`src/sorted_priority_task_queue_macros.svh`:
```
// Assertion macros used by the sorted priority task queue datapath.
`ifndef SORTED_PRIORITY_TASK_QUEUE_MACROS_SVH
`define SORTED_PRIORITY_TASK_QUEUE_MACROS_SVH
`ifndef SYNTHESIS
// The condition holds at every clock edge outside reset.
`define SPTQ_ASSERT_ALWAYS(lbl, clk, rstn, cond) \
	lbl: assert property (@(posedge clk) disable iff (!rstn) (cond)) \
		else $error("sptq: invariant violated");
// The antecedent implies the consequent in the same cycle.
`define SPTQ_ASSERT_IMPLY(lbl, clk, rstn, ante, cons) \
	lbl: assert property (@(posedge clk) disable iff (!rstn) (ante) |-> (cons)) \
		else $error("sptq: implication violated");
// The antecedent implies the consequent in the next cycle.
`define SPTQ_ASSERT_NEXT(lbl, clk, rstn, ante, cons) \
	lbl: assert property (@(posedge clk) disable iff (!rstn) (ante) |=> (cons)) \
		else $error("sptq: next-cycle check violated");
`else
`define SPTQ_ASSERT_ALWAYS(lbl, clk, rstn, cond)
`define SPTQ_ASSERT_IMPLY(lbl, clk, rstn, ante, cons)
`define SPTQ_ASSERT_NEXT(lbl, clk, rstn, ante, cons)
`endif
`endif

```
`src/sptq_pkg.sv`:
```
// Types and constants shared by the sorted priority task queue modules.
`timescale 1ns / 1ps
package sptq_pkg;
	localparam int OP_W     = 2;
	localparam int ID_W     = 16;
	localparam int PRI_W    = 8;
	localparam int TIME_W   = 16;
	localparam int STATUS_W = 3;

	localparam logic [OP_W-1:0] OP_INSERT = 2'd0;
	localparam logic [OP_W-1:0] OP_REMOVE = 2'd1;
	localparam logic [OP_W-1:0] OP_DRAIN  = 2'd2;
	localparam logic [OP_W-1:0] OP_LIST   = 2'd3;

	localparam logic [STATUS_W-1:0] ST_INSERTED = 3'd0;
	localparam logic [STATUS_W-1:0] ST_REMOVED  = 3'd1;
	localparam logic [STATUS_W-1:0] ST_DROPPED  = 3'd2;
	localparam logic [STATUS_W-1:0] ST_NOTFOUND = 3'd3;
	localparam logic [STATUS_W-1:0] ST_RECORD   = 3'd4;
	localparam logic [STATUS_W-1:0] ST_EMPTY    = 3'd5;

	// Commands from the controller to the datapath.
	typedef struct packed {
		logic latch;
		logic scan;
		logic apply;
		logic stream;
	} cmd_t;

	// Status from the datapath back to the controller.
	typedef struct packed {
		logic go_stream;
		logic stream_last;
	} sts_t;
endpackage

```
`src/sptq_ctrl.sv`:
```
// Controller state machine of the sorted priority task queue.
`timescale 1ns / 1ps
module sptq_ctrl (
	input  logic          clk,
	input  logic          arst_n,
	input  logic          start,
	input  sptq_pkg::sts_t sts,
	output sptq_pkg::cmd_t cmd,
	output logic          busy
);
	typedef enum logic [3:0] {
		S_IDLE   = 4'b0001,
		S_SCAN   = 4'b0010,
		S_APPLY  = 4'b0100,
		S_STREAM = 4'b1000
	} state_t;

	state_t state_q;
	state_t state_d;

	always_comb begin
		state_d    = state_q;
		cmd        = '0;
		case (state_q)
			S_IDLE: begin
				if (start) begin
					cmd.latch = 1'b1;
					state_d   = S_SCAN;
				end
			end
			S_SCAN: begin
				cmd.scan = 1'b1;
				state_d  = S_APPLY;
			end
			S_APPLY: begin
				cmd.apply = 1'b1;
				state_d   = sts.go_stream ? S_STREAM : S_IDLE;
			end
			S_STREAM: begin
				cmd.stream = 1'b1;
				if (sts.stream_last) begin
					state_d = S_IDLE;
				end
			end
			default: begin
				state_d = S_IDLE;
			end
		endcase
	end

	always_ff @(posedge clk or negedge arst_n) begin
		if (!arst_n) begin
			state_q <= S_IDLE;
		end else begin
			state_q <= state_d;
		end
	end

	assign busy = (state_q != S_IDLE);
endmodule

```
`src/sptq_datapath.sv`:
```
// Datapath of the sorted priority task queue: slot array, compare vectors, result register.
`timescale 1ns / 1ps
`include "sorted_priority_task_queue_macros.svh"
module sptq_datapath #(
	parameter int CAPACITY = 16
) (
	input  logic                           clk,
	input  logic                           arst_n,
	input  sptq_pkg::cmd_t                 cmd,
	output sptq_pkg::sts_t                 sts,
	input  logic [sptq_pkg::OP_W-1:0]      operation,
	input  logic [sptq_pkg::ID_W-1:0]      task_id,
	input  logic [sptq_pkg::PRI_W-1:0]     task_priority,
	input  logic [sptq_pkg::TIME_W-1:0]    run_time,
	output logic                           valid,
	output logic [sptq_pkg::STATUS_W-1:0]  status,
	output logic [sptq_pkg::ID_W-1:0]      out_id,
	output logic [sptq_pkg::PRI_W-1:0]     out_priority,
	output logic [sptq_pkg::TIME_W-1:0]    out_time,
	output logic                           last
);
	localparam int CW = $clog2(CAPACITY + 1);

	logic [sptq_pkg::ID_W-1:0]   slot_id_q   [CAPACITY];
	logic [sptq_pkg::PRI_W-1:0]  slot_pri_q  [CAPACITY];
	logic [sptq_pkg::TIME_W-1:0] slot_time_q [CAPACITY];
	logic [sptq_pkg::ID_W-1:0]   slot_id_d   [CAPACITY];
	logic [sptq_pkg::PRI_W-1:0]  slot_pri_d  [CAPACITY];
	logic [sptq_pkg::TIME_W-1:0] slot_time_d [CAPACITY];

	logic [CW-1:0] count_q;
	logic [CW-1:0] rem_q;

	logic [sptq_pkg::OP_W-1:0]   req_op_q;
	logic [sptq_pkg::ID_W-1:0]   req_id_q;
	logic [sptq_pkg::PRI_W-1:0]  req_pri_q;
	logic [sptq_pkg::TIME_W-1:0] req_time_q;

	logic [CAPACITY-1:0] occ;
	logic [CAPACITY-1:0] tail;
	logic [CAPACITY-1:0] ge_d, ge_q;
	logic [CAPACITY-1:0] match;
	logic [CAPACITY-1:0] hit_q;
	logic [CAPACITY-1:0] ins_at;
	logic [CAPACITY-1:0] rm_shift;

	logic [sptq_pkg::ID_W-1:0]   rec_id;
	logic [sptq_pkg::PRI_W-1:0]  rec_pri;
	logic [sptq_pkg::TIME_W-1:0] rec_time;

	logic full, found, is_stream_op, list_empty;

	logic                          valid_q, last_q;
	logic [sptq_pkg::STATUS_W-1:0] status_q;
	logic [sptq_pkg::ID_W-1:0]     out_id_q;
	logic [sptq_pkg::PRI_W-1:0]    out_pri_q;
	logic [sptq_pkg::TIME_W-1:0]   out_time_q;

	// Occupancy, compare and match vectors, one lane per slot.
	always_comb begin
		for (int i = 0; i < CAPACITY; i++) begin
			occ[i]   = (CW'(i) < count_q);
			ge_d[i]  = occ[i] && (slot_pri_q[i] >= req_pri_q);
			match[i] = occ[i] && (slot_id_q[i] == req_id_q);
		end
	end

	assign tail     = occ & ~(occ >> 1);
	assign ins_at   = ~ge_q & {ge_q[CAPACITY-2:0], 1'b1};
	assign rm_shift = ~(hit_q - CAPACITY'(1));

	// One-hot selection of the first matching task.
	always_comb begin
		rec_id   = '0;
		rec_pri  = '0;
		rec_time = '0;
		for (int i = 0; i < CAPACITY; i++) begin
			rec_id   = rec_id   | ({sptq_pkg::ID_W{hit_q[i]}}   & slot_id_q[i]);
			rec_pri  = rec_pri  | ({sptq_pkg::PRI_W{hit_q[i]}}  & slot_pri_q[i]);
			rec_time = rec_time | ({sptq_pkg::TIME_W{hit_q[i]}} & slot_time_q[i]);
		end
	end

	assign full         = (count_q == CW'(CAPACITY));
	assign found        = |hit_q;
	assign list_empty   = (count_q == '0);
	assign is_stream_op = (req_op_q == sptq_pkg::OP_DRAIN) || (req_op_q == sptq_pkg::OP_LIST);

	assign sts.go_stream   = is_stream_op && !list_empty;
	assign sts.stream_last = (rem_q == CW'(1));

	// Next slot contents: sorted insert, removal, drain shift or list rotation.
	always_comb begin
		for (int i = 0; i < CAPACITY; i++) begin
			slot_id_d[i]   = slot_id_q[i];
			slot_pri_d[i]  = slot_pri_q[i];
			slot_time_d[i] = slot_time_q[i];
		end
		if (cmd.apply && (req_op_q == sptq_pkg::OP_INSERT) && !full) begin
			for (int i = 1; i < CAPACITY; i++) begin
				if (!ge_q[i]) begin
					slot_id_d[i]   = slot_id_q[i-1];
					slot_pri_d[i]  = slot_pri_q[i-1];
					slot_time_d[i] = slot_time_q[i-1];
				end
			end
			for (int i = 0; i < CAPACITY; i++) begin
				if (ins_at[i]) begin
					slot_id_d[i]   = req_id_q;
					slot_pri_d[i]  = req_pri_q;
					slot_time_d[i] = req_time_q;
				end
			end
		end else if (cmd.apply && (req_op_q == sptq_pkg::OP_REMOVE) && found) begin
			for (int i = 0; i < CAPACITY - 1; i++) begin
				if (rm_shift[i]) begin
					slot_id_d[i]   = slot_id_q[i+1];
					slot_pri_d[i]  = slot_pri_q[i+1];
					slot_time_d[i] = slot_time_q[i+1];
				end
			end
		end else if (cmd.stream && (req_op_q == sptq_pkg::OP_DRAIN)) begin
			for (int i = 0; i < CAPACITY - 1; i++) begin
				slot_id_d[i]   = slot_id_q[i+1];
				slot_pri_d[i]  = slot_pri_q[i+1];
				slot_time_d[i] = slot_time_q[i+1];
			end
		end else if (cmd.stream) begin
			// List rotates the occupied slots so the order is back after a full pass.
			for (int i = 0; i < CAPACITY - 1; i++) begin
				if (tail[i]) begin
					slot_id_d[i]   = slot_id_q[0];
					slot_pri_d[i]  = slot_pri_q[0];
					slot_time_d[i] = slot_time_q[0];
				end else if (occ[i+1]) begin
					slot_id_d[i]   = slot_id_q[i+1];
					slot_pri_d[i]  = slot_pri_q[i+1];
					slot_time_d[i] = slot_time_q[i+1];
				end
			end
			if (tail[CAPACITY-1]) begin
				slot_id_d[CAPACITY-1]   = slot_id_q[0];
				slot_pri_d[CAPACITY-1]  = slot_pri_q[0];
				slot_time_d[CAPACITY-1] = slot_time_q[0];
			end
		end
	end

	always_ff @(posedge clk) begin
		for (int i = 0; i < CAPACITY; i++) begin
			slot_id_q[i]   <= slot_id_d[i];
			slot_pri_q[i]  <= slot_pri_d[i];
			slot_time_q[i] <= slot_time_d[i];
		end
		if (cmd.latch) begin
			req_op_q   <= operation;
			req_id_q   <= task_id;
			req_pri_q  <= task_priority;
			req_time_q <= run_time;
		end
		if (cmd.scan) begin
			ge_q  <= ge_d;
			hit_q <= match & (~match + CAPACITY'(1));
		end
	end

	// Result register and payload.
	always_ff @(posedge clk) begin
		if (cmd.apply) begin
			last_q <= 1'b1;
			case (req_op_q)
				sptq_pkg::OP_INSERT: begin
					status_q   <= full ? sptq_pkg::ST_DROPPED : sptq_pkg::ST_INSERTED;
					out_id_q   <= req_id_q;
					out_pri_q  <= req_pri_q;
					out_time_q <= req_time_q;
				end
				sptq_pkg::OP_REMOVE: begin
					status_q   <= found ? sptq_pkg::ST_REMOVED : sptq_pkg::ST_NOTFOUND;
					out_id_q   <= found ? rec_id : req_id_q;
					out_pri_q  <= rec_pri;
					out_time_q <= rec_time;
				end
				default: begin
					status_q   <= sptq_pkg::ST_EMPTY;
					out_id_q   <= '0;
					out_pri_q  <= '0;
					out_time_q <= '0;
				end
			endcase
		end else if (cmd.stream) begin
			status_q   <= sptq_pkg::ST_RECORD;
			out_id_q   <= slot_id_q[0];
			out_pri_q  <= slot_pri_q[0];
			out_time_q <= slot_time_q[0];
			last_q     <= sts.stream_last;
		end
	end

	always_ff @(posedge clk or negedge arst_n) begin
		if (!arst_n) begin
			count_q <= '0;
			rem_q   <= '0;
			valid_q <= 1'b0;
		end else begin
			valid_q <= (cmd.apply && !sts.go_stream) || cmd.stream;
			if (cmd.apply) begin
				rem_q <= count_q;
				if ((req_op_q == sptq_pkg::OP_INSERT) && !full) begin
					count_q <= count_q + CW'(1);
				end else if ((req_op_q == sptq_pkg::OP_REMOVE) && found) begin
					count_q <= count_q - CW'(1);
				end
			end else if (cmd.stream) begin
				rem_q <= rem_q - CW'(1);
				if (sts.stream_last && (req_op_q == sptq_pkg::OP_DRAIN)) begin
					count_q <= '0;
				end
			end
		end
	end

	assign valid        = valid_q;
	assign status       = status_q;
	assign out_id       = out_id_q;
	assign out_priority = out_pri_q;
	assign out_time     = out_time_q;
	assign last         = last_q;

	`SPTQ_ASSERT_ALWAYS(a_count_bound, clk, arst_n, count_q <= CW'(CAPACITY))
	`SPTQ_ASSERT_IMPLY(a_partial_is_record, clk, arst_n, valid_q && !last_q, status_q == sptq_pkg::ST_RECORD)
	`SPTQ_ASSERT_NEXT(a_gap_after_last, clk, arst_n, valid_q && last_q, !valid_q)
	`SPTQ_ASSERT_IMPLY(a_stream_nonempty, clk, arst_n, cmd.stream, rem_q != '0)
endmodule

```
`src/sorted_priority_task_queue.sv`:
```
// Top level of the sorted priority task queue: controller plus datapath.
`timescale 1ns / 1ps
// Sorted priority task queue. Holds up to CAPACITY tasks in descending
// priority order; tasks of equal priority keep their arrival order. A request
// beat is taken on a rising edge where start is high and busy is low. Insert
// and remove produce exactly one result beat; drain and list produce one
// record beat per stored task (or one list-empty beat), with last set on the
// final one. Each result beat is shown for a single cycle with valid high and
// cannot be stalled, so the receiver must take every beat as it comes. Every
// request first runs a parallel compare of all slots (priority for insert,
// id for remove), whose vectors are registered, then shifts the slot row and
// loads the result register. An insert or remove shows its result in the
// same cycle that busy falls, so the next request can be taken only after
// that. A drain or list streams one record per cycle from the head slot;
// list rotates the occupied slots through a full turn so the stored order is
// unchanged at the end. No clearing pass is needed after reset: the task
// count starts at zero and slots beyond it are never read.
module sorted_priority_task_queue #(
	parameter int CAPACITY = 16
) (
	input  logic                          clk,
	input  logic                          arst_n,
	input  logic                          start,
	output logic                          busy,
	input  logic [sptq_pkg::OP_W-1:0]     operation,
	input  logic [sptq_pkg::ID_W-1:0]     task_id,
	input  logic [sptq_pkg::PRI_W-1:0]    task_priority,
	input  logic [sptq_pkg::TIME_W-1:0]   run_time,
	output logic                          valid,
	output logic [sptq_pkg::STATUS_W-1:0] status,
	output logic [sptq_pkg::ID_W-1:0]     out_id,
	output logic [sptq_pkg::PRI_W-1:0]    out_priority,
	output logic [sptq_pkg::TIME_W-1:0]   out_time,
	output logic                          last
);
	sptq_pkg::cmd_t cmd;
	sptq_pkg::sts_t sts;

	// The controller sequences compare, apply and stream steps.
	sptq_ctrl u_ctrl (
		.clk    (clk),
		.arst_n (arst_n),
		.start  (start),
		.sts    (sts),
		.cmd    (cmd),
		.busy   (busy)
	);

	// The datapath holds the sorted slot row and the result register.
	sptq_datapath #(
		.CAPACITY (CAPACITY)
	) u_datapath (
		.clk           (clk),
		.arst_n        (arst_n),
		.cmd           (cmd),
		.sts           (sts),
		.operation     (operation),
		.task_id       (task_id),
		.task_priority (task_priority),
		.run_time      (run_time),
		.valid         (valid),
		.status        (status),
		.out_id        (out_id),
		.out_priority  (out_priority),
		.out_time      (out_time),
		.last          (last)
	);
endmodule
```
`config.mk`:
```
export PLATFORM = sky130hd
export DESIGN_NAME = sorted_priority_task_queue
export DESIGN_NICKNAME = d
export VERILOG_FILES = /design/src/sptq_pkg.sv /design/src/sptq_ctrl.sv /design/src/sptq_datapath.sv /design/src/sorted_priority_task_queue.sv
export VERILOG_INCLUDE_DIRS = /design/src /design/src/src
export SDC_FILE = /design/constraint.sdc
export NUM_CORES = 2
export LEC_CHECK = 0
export BUFFER_PORTS_ARGS = -buffer_cell sky130_fd_sc_hd__buf_2
export CAP_MARGIN = 20
export CELL_PAD_IN_SITES_DETAIL_PLACEMENT = 1
export CELL_PAD_IN_SITES_GLOBAL_PLACEMENT = 2
export CORE_ASPECT_RATIO = 1.25
export CORE_UTILIZATION = 44
export DETAILED_ROUTE_END_ITERATION = 10
export MAX_ROUTING_LAYER = met4
export PLACE_DENSITY_LB_ADDON = 0.1
export SYNTH_ARGS = -nofsm -noshare
export SYNTH_HDL_FRONTEND = slang
export SYNTH_SLANG_ARGS = --single-unit
```
`constraint.sdc`:
```
create_clock -name clk -period 12.7 [get_ports clk]
set_clock_uncertainty 0.1 [all_clocks]
set_input_delay 1.27 -clock clk [delete_from_list [all_inputs] [get_ports clk]]
set_output_delay 1.27 -clock clk [all_outputs]
set_load 0.05 [all_outputs]
```
==> flow_metrics.py <==
metrics = {
    "global_routing": {
        "grt_pass1_vias": 51340,
        "grt_max_degree": 226,
        "grtUsageTotal": 0.4838,
        "antenna_found_initial": 12,
        "grt_overflow": 0,
        "grt_pass1_wl_mm": 403.8,
    },
    "power_and_ir_drop": {
        "p_per_area_nw_per_um2": 173.2,
        "p_leak_nw": 20.63,
        "ir_worst_vdd_v": 0.0001525,
    },
    "floorplan": {
        "die_y_um": 389.5,
        "dieArea_um2": 121500,
        "coreArea_um2": 118700,
        "die_w_um": 312.0,
        "fp-row-count": 141,
        "io_pins": 91,
        "start_util": 0.4451,
    },
    "setup_path": {
        "crit_fanout": 28,
        "cp.arrival_ps": 5580,
        "r2r-start": "u_datapath.req_op_q[0]",
        "r2r-end": "u_datapath.slot_id_q[1][43]",
        "start_kind": "flip-flop",
        "critPathKind": "reg -> reg",
        "rrSetupSlack_ps": 7380,
        "crit_path_end": "u_datapath.slot_id_q[1][43]",
        "crit_start": "u_datapath.req_op_q[0]",
        "cp-end-kind": "flip-flop",
        "cp.required_ps": 12960,
        "r2r_cells": 8,
    },
    "route": {
        "vias": 52920,
        "route.antenna.remaining_nets": 0,
        "wl_per_cell_um": 40.60,
        "first_iter_violations": 7742,
        "viasPerCell": 7.349,
        "drc": 0,
        "wirelength_mm": 292.4,
        "drtPass1Iterations": 6,
    },
    "sta": {
        "finalSetupTns_ps": 0,
        "finalCriticalPeriod_ps": 5320,
        "fin_crit_sh": 0.4189,
        "rsz0062_at_grt": "false",
        "finalMaxSlewViolations": 0,
        "whs_ps": 363.9,
        "setup_ws_ps": 7380,
        "timing.fmax_ghz": 0.1880,
        "finalSetupViolCount": 0,
        "worst_slew_pin_slew_ps": 1317,
        "hold_viol_final": 0,
        "max-slew-margin-rel": 0.1154,
    },
    "logic_synthesis": {
        "ys_types": 70,
        "ys_top_cells_by_area": "edfxtp_1 43%, nand2_1 9.5%, a211oi_1 6.4%, a31oi_1 6.3%, nor2b_1 5.4%",
        "synth_top_area_share": 0.4301,
        "yosysSeqAreaShare": 0.4376,
        "syn-instance-count": 5858,
        "synthesis.area_um2": 52850,
        "async_flop_share": 0.01940,
        "synth_ff_type": "edfxtp_1",
        "synth_top_area_cell": "edfxtp_1",
        "synth-edff-count": 757,
        "syn_nets": 6037,
        "ys_seq_elements": 773,
        "ys_top_cells_by_count": "1342 x nand2_1, 757 x edfxtp_1, 528 x a31oi_1, 503 x clkbuf_1, 454 x a211oi_1",
        "synth_area_per_cell_um2": 9.022,
        "synthMostInstantiatedCell": "nand2_1",
        "ys_warn_count": 0,
    },
    "cts": {
        "clk_pin_slew_ps": 60,
        "cts_tree": "done",
        "clk-insertion-delay-late_ps": 750,
        "cts_buffers": 91,
        "cts_setup_buffers": 0,
        "cts.sinks": 773,
        "htree_levels": 3,
        "cts_buffer_depth": 3,
        "cts-root-buf": "clkbuf_16",
        "cts_resized": 0,
        "cts_hold_buf": 0,
    },
    "job": {
        "max-cap-violations": 0,
    },
    "placement": {
        "dpl.hpwl_mm": 172.9,
        "io_buffers": 90,
        "pre_cts_ws_ps": 7649,
        "gp_congestion": 1.059,
    },
    "final_layout": {
        "final_util": 0.4818,
        "nFillCells": 13410,
        "num-nets-final": 5713,
        "drive_above_1_share": 0.08271,
        "syn_to_final_growth_pct": 8.234,
    },
    "status": {
        "status": "completed",
    },
    "worst_hold_path": {
        "min_path_type": "in -> async",
    },
}
==> worst min-delay path by stage <==
stage	startpoint	end	cells after the start
2_1_floorplan	u_ctrl.state_q[2]	u_ctrl.state_q[2]	1
3_3_place_gp	u_datapath.last	u_datapath.last	2
3_5_place_dp	u_datapath.last	u_datapath.last	2
4_1_cts	arst_n	u_ctrl.state_q[2]	1
5_1_grt	arst_n	u_datapath.valid	1
6_report	arst_n	u_datapath.valid	1
==> area by class of cell <==
type,instances,area [um2],share of cell area
clock buffer,115,2431,0.04250
inverter,36,135.1,0.002362
clock inverter,54,402.9,0.007043
tap,1573,1968,0.03441
antenna,18,45.04,0.0007875
timing repair buffer,252,1717,0.03001
multi-input combinational,4380,27370,0.4785
sequential,773,23130,0.4043
==> through the flow <==
stage / instance area, um2 / std cells / power [mW]
after global routing: 57190 / 7198 / 10.01
final: 57200 / 7201 / 9.907
after detailed placement: 54320 / 7014 / 7.039
after floorplan: 52850 / 5858 / 5.350
after CTS: 57150 / 7183 / 9.666
after global placement: 54310 / 7013 / 6.948
==> layout by cell type (no fill, tap or decap), types with 6 or more instances in the layout <==
cell,netlist,layout
buf_2,86,90
xor2_1,217,217
a21oi_1,163,155
diode_2,0,18
a221oi_1,117,116
o21ai_0,67,65
clkbuf_16,0,94
nor2b_1,452,438
clkinv_1,0,27
nor4_1,60,60
a211oi_1,454,451
ha_1,134,134
and3_1,87,85
a31oi_1,528,528
edfxtp_1,757,757
nor3_1,31,29
dfrtp_1,14,14
a21oi_4,0,7
nand2b_4,0,6
nor2b_4,0,14
a22oi_1,113,113
nor2_1,123,118
nor2_4,1,8
xnor2_1,55,55
nand2_1,1342,1338
mux2i_1,44,44
nand2b_1,28,20
nand4_1,22,22
nand3_1,40,40
clkbuf_1,503,21
a21o_1,49,49
buf_4,10,158
clkinv_2,0,15
a22o_1,117,117
a221o_1,57,57
inv_1,36,36
==> cells by family (layout without fill, tap and decap cells) <==
| kind of cell | Yosys count | after routing | synth area share |
|---|---|---|---|
| other | 0 | 18 | 0 |
| flip-flops | 773 | 773 | 0.4376 |
| XOR/XNOR | 272 | 272 | 0.04508 |
| multiplexers | 44 | 44 | 0.008334 |
| AO/OA/AOI/OAI | 1689 | 1689 | 0.2262 |
| AND/OR/NAND/NOR | 2241 | 2241 | 0.1968 |
| adder cells (fa/ha/maj) | 134 | 134 | 0.03173 |
| buffers and inverters | 705 | 457 | 0.05424 |
==> sequential cells by signal (all words and copies together), names as in the netlist <==
| name | count |
|---|---|
| u_datapath.hit_q | 16 |
| u_datapath.slot_pri_q | 128 |
| u_ctrl.state_q | 4 |
| u_datapath.req_id_q | 16 |
| u_datapath.last | 1 |
| u_datapath.valid | 1 |
| u_datapath.count_q | 5 |
| u_datapath.slot_time_q | 256 |
| u_datapath.req_time_q | 16 |
| u_datapath.slot_id_q | 256 |
| u_datapath.out_priority | 8 |
| u_datapath.req_op_q | 2 |
| u_datapath.out_id | 16 |
| u_datapath.rem_q | 5 |
| u_datapath.ge_q | 16 |
| u_datapath.status | 3 |
| u_datapath.out_time | 16 |
| u_datapath.req_pri_q | 8 |
==> power breakdown <==
group          switching, mW  total [mW]  internal, mW
clock                   1.23        2.68          1.45
sequential             0.243        3.35          3.11
combinational           2.92        3.87         0.946
total                   4.40        9.91          5.51
==> critical path, cell delays in order (launching register included) <==
cell	delay, ps
edfxtp_1	850
nand2b_2	790
a311oi_4	500
buf_4	400
nor3_2	90
buf_4	240
a221o_1	310
a21oi_4	680
buf_4	830
==> per-layer routing <==
metal | track usage | up-vias | wire length [um]
met4 | 0.3863 | 0 | 26420
met2 | 0.6974 | 3992 | 127500
met1 | 0.5759 | 26650 | 106300
li1 | - | 21030 | -
met5 | - | - | 0
met3 | 0.1184 | 1246 | 32100
(Power assumes the default switching activity.)
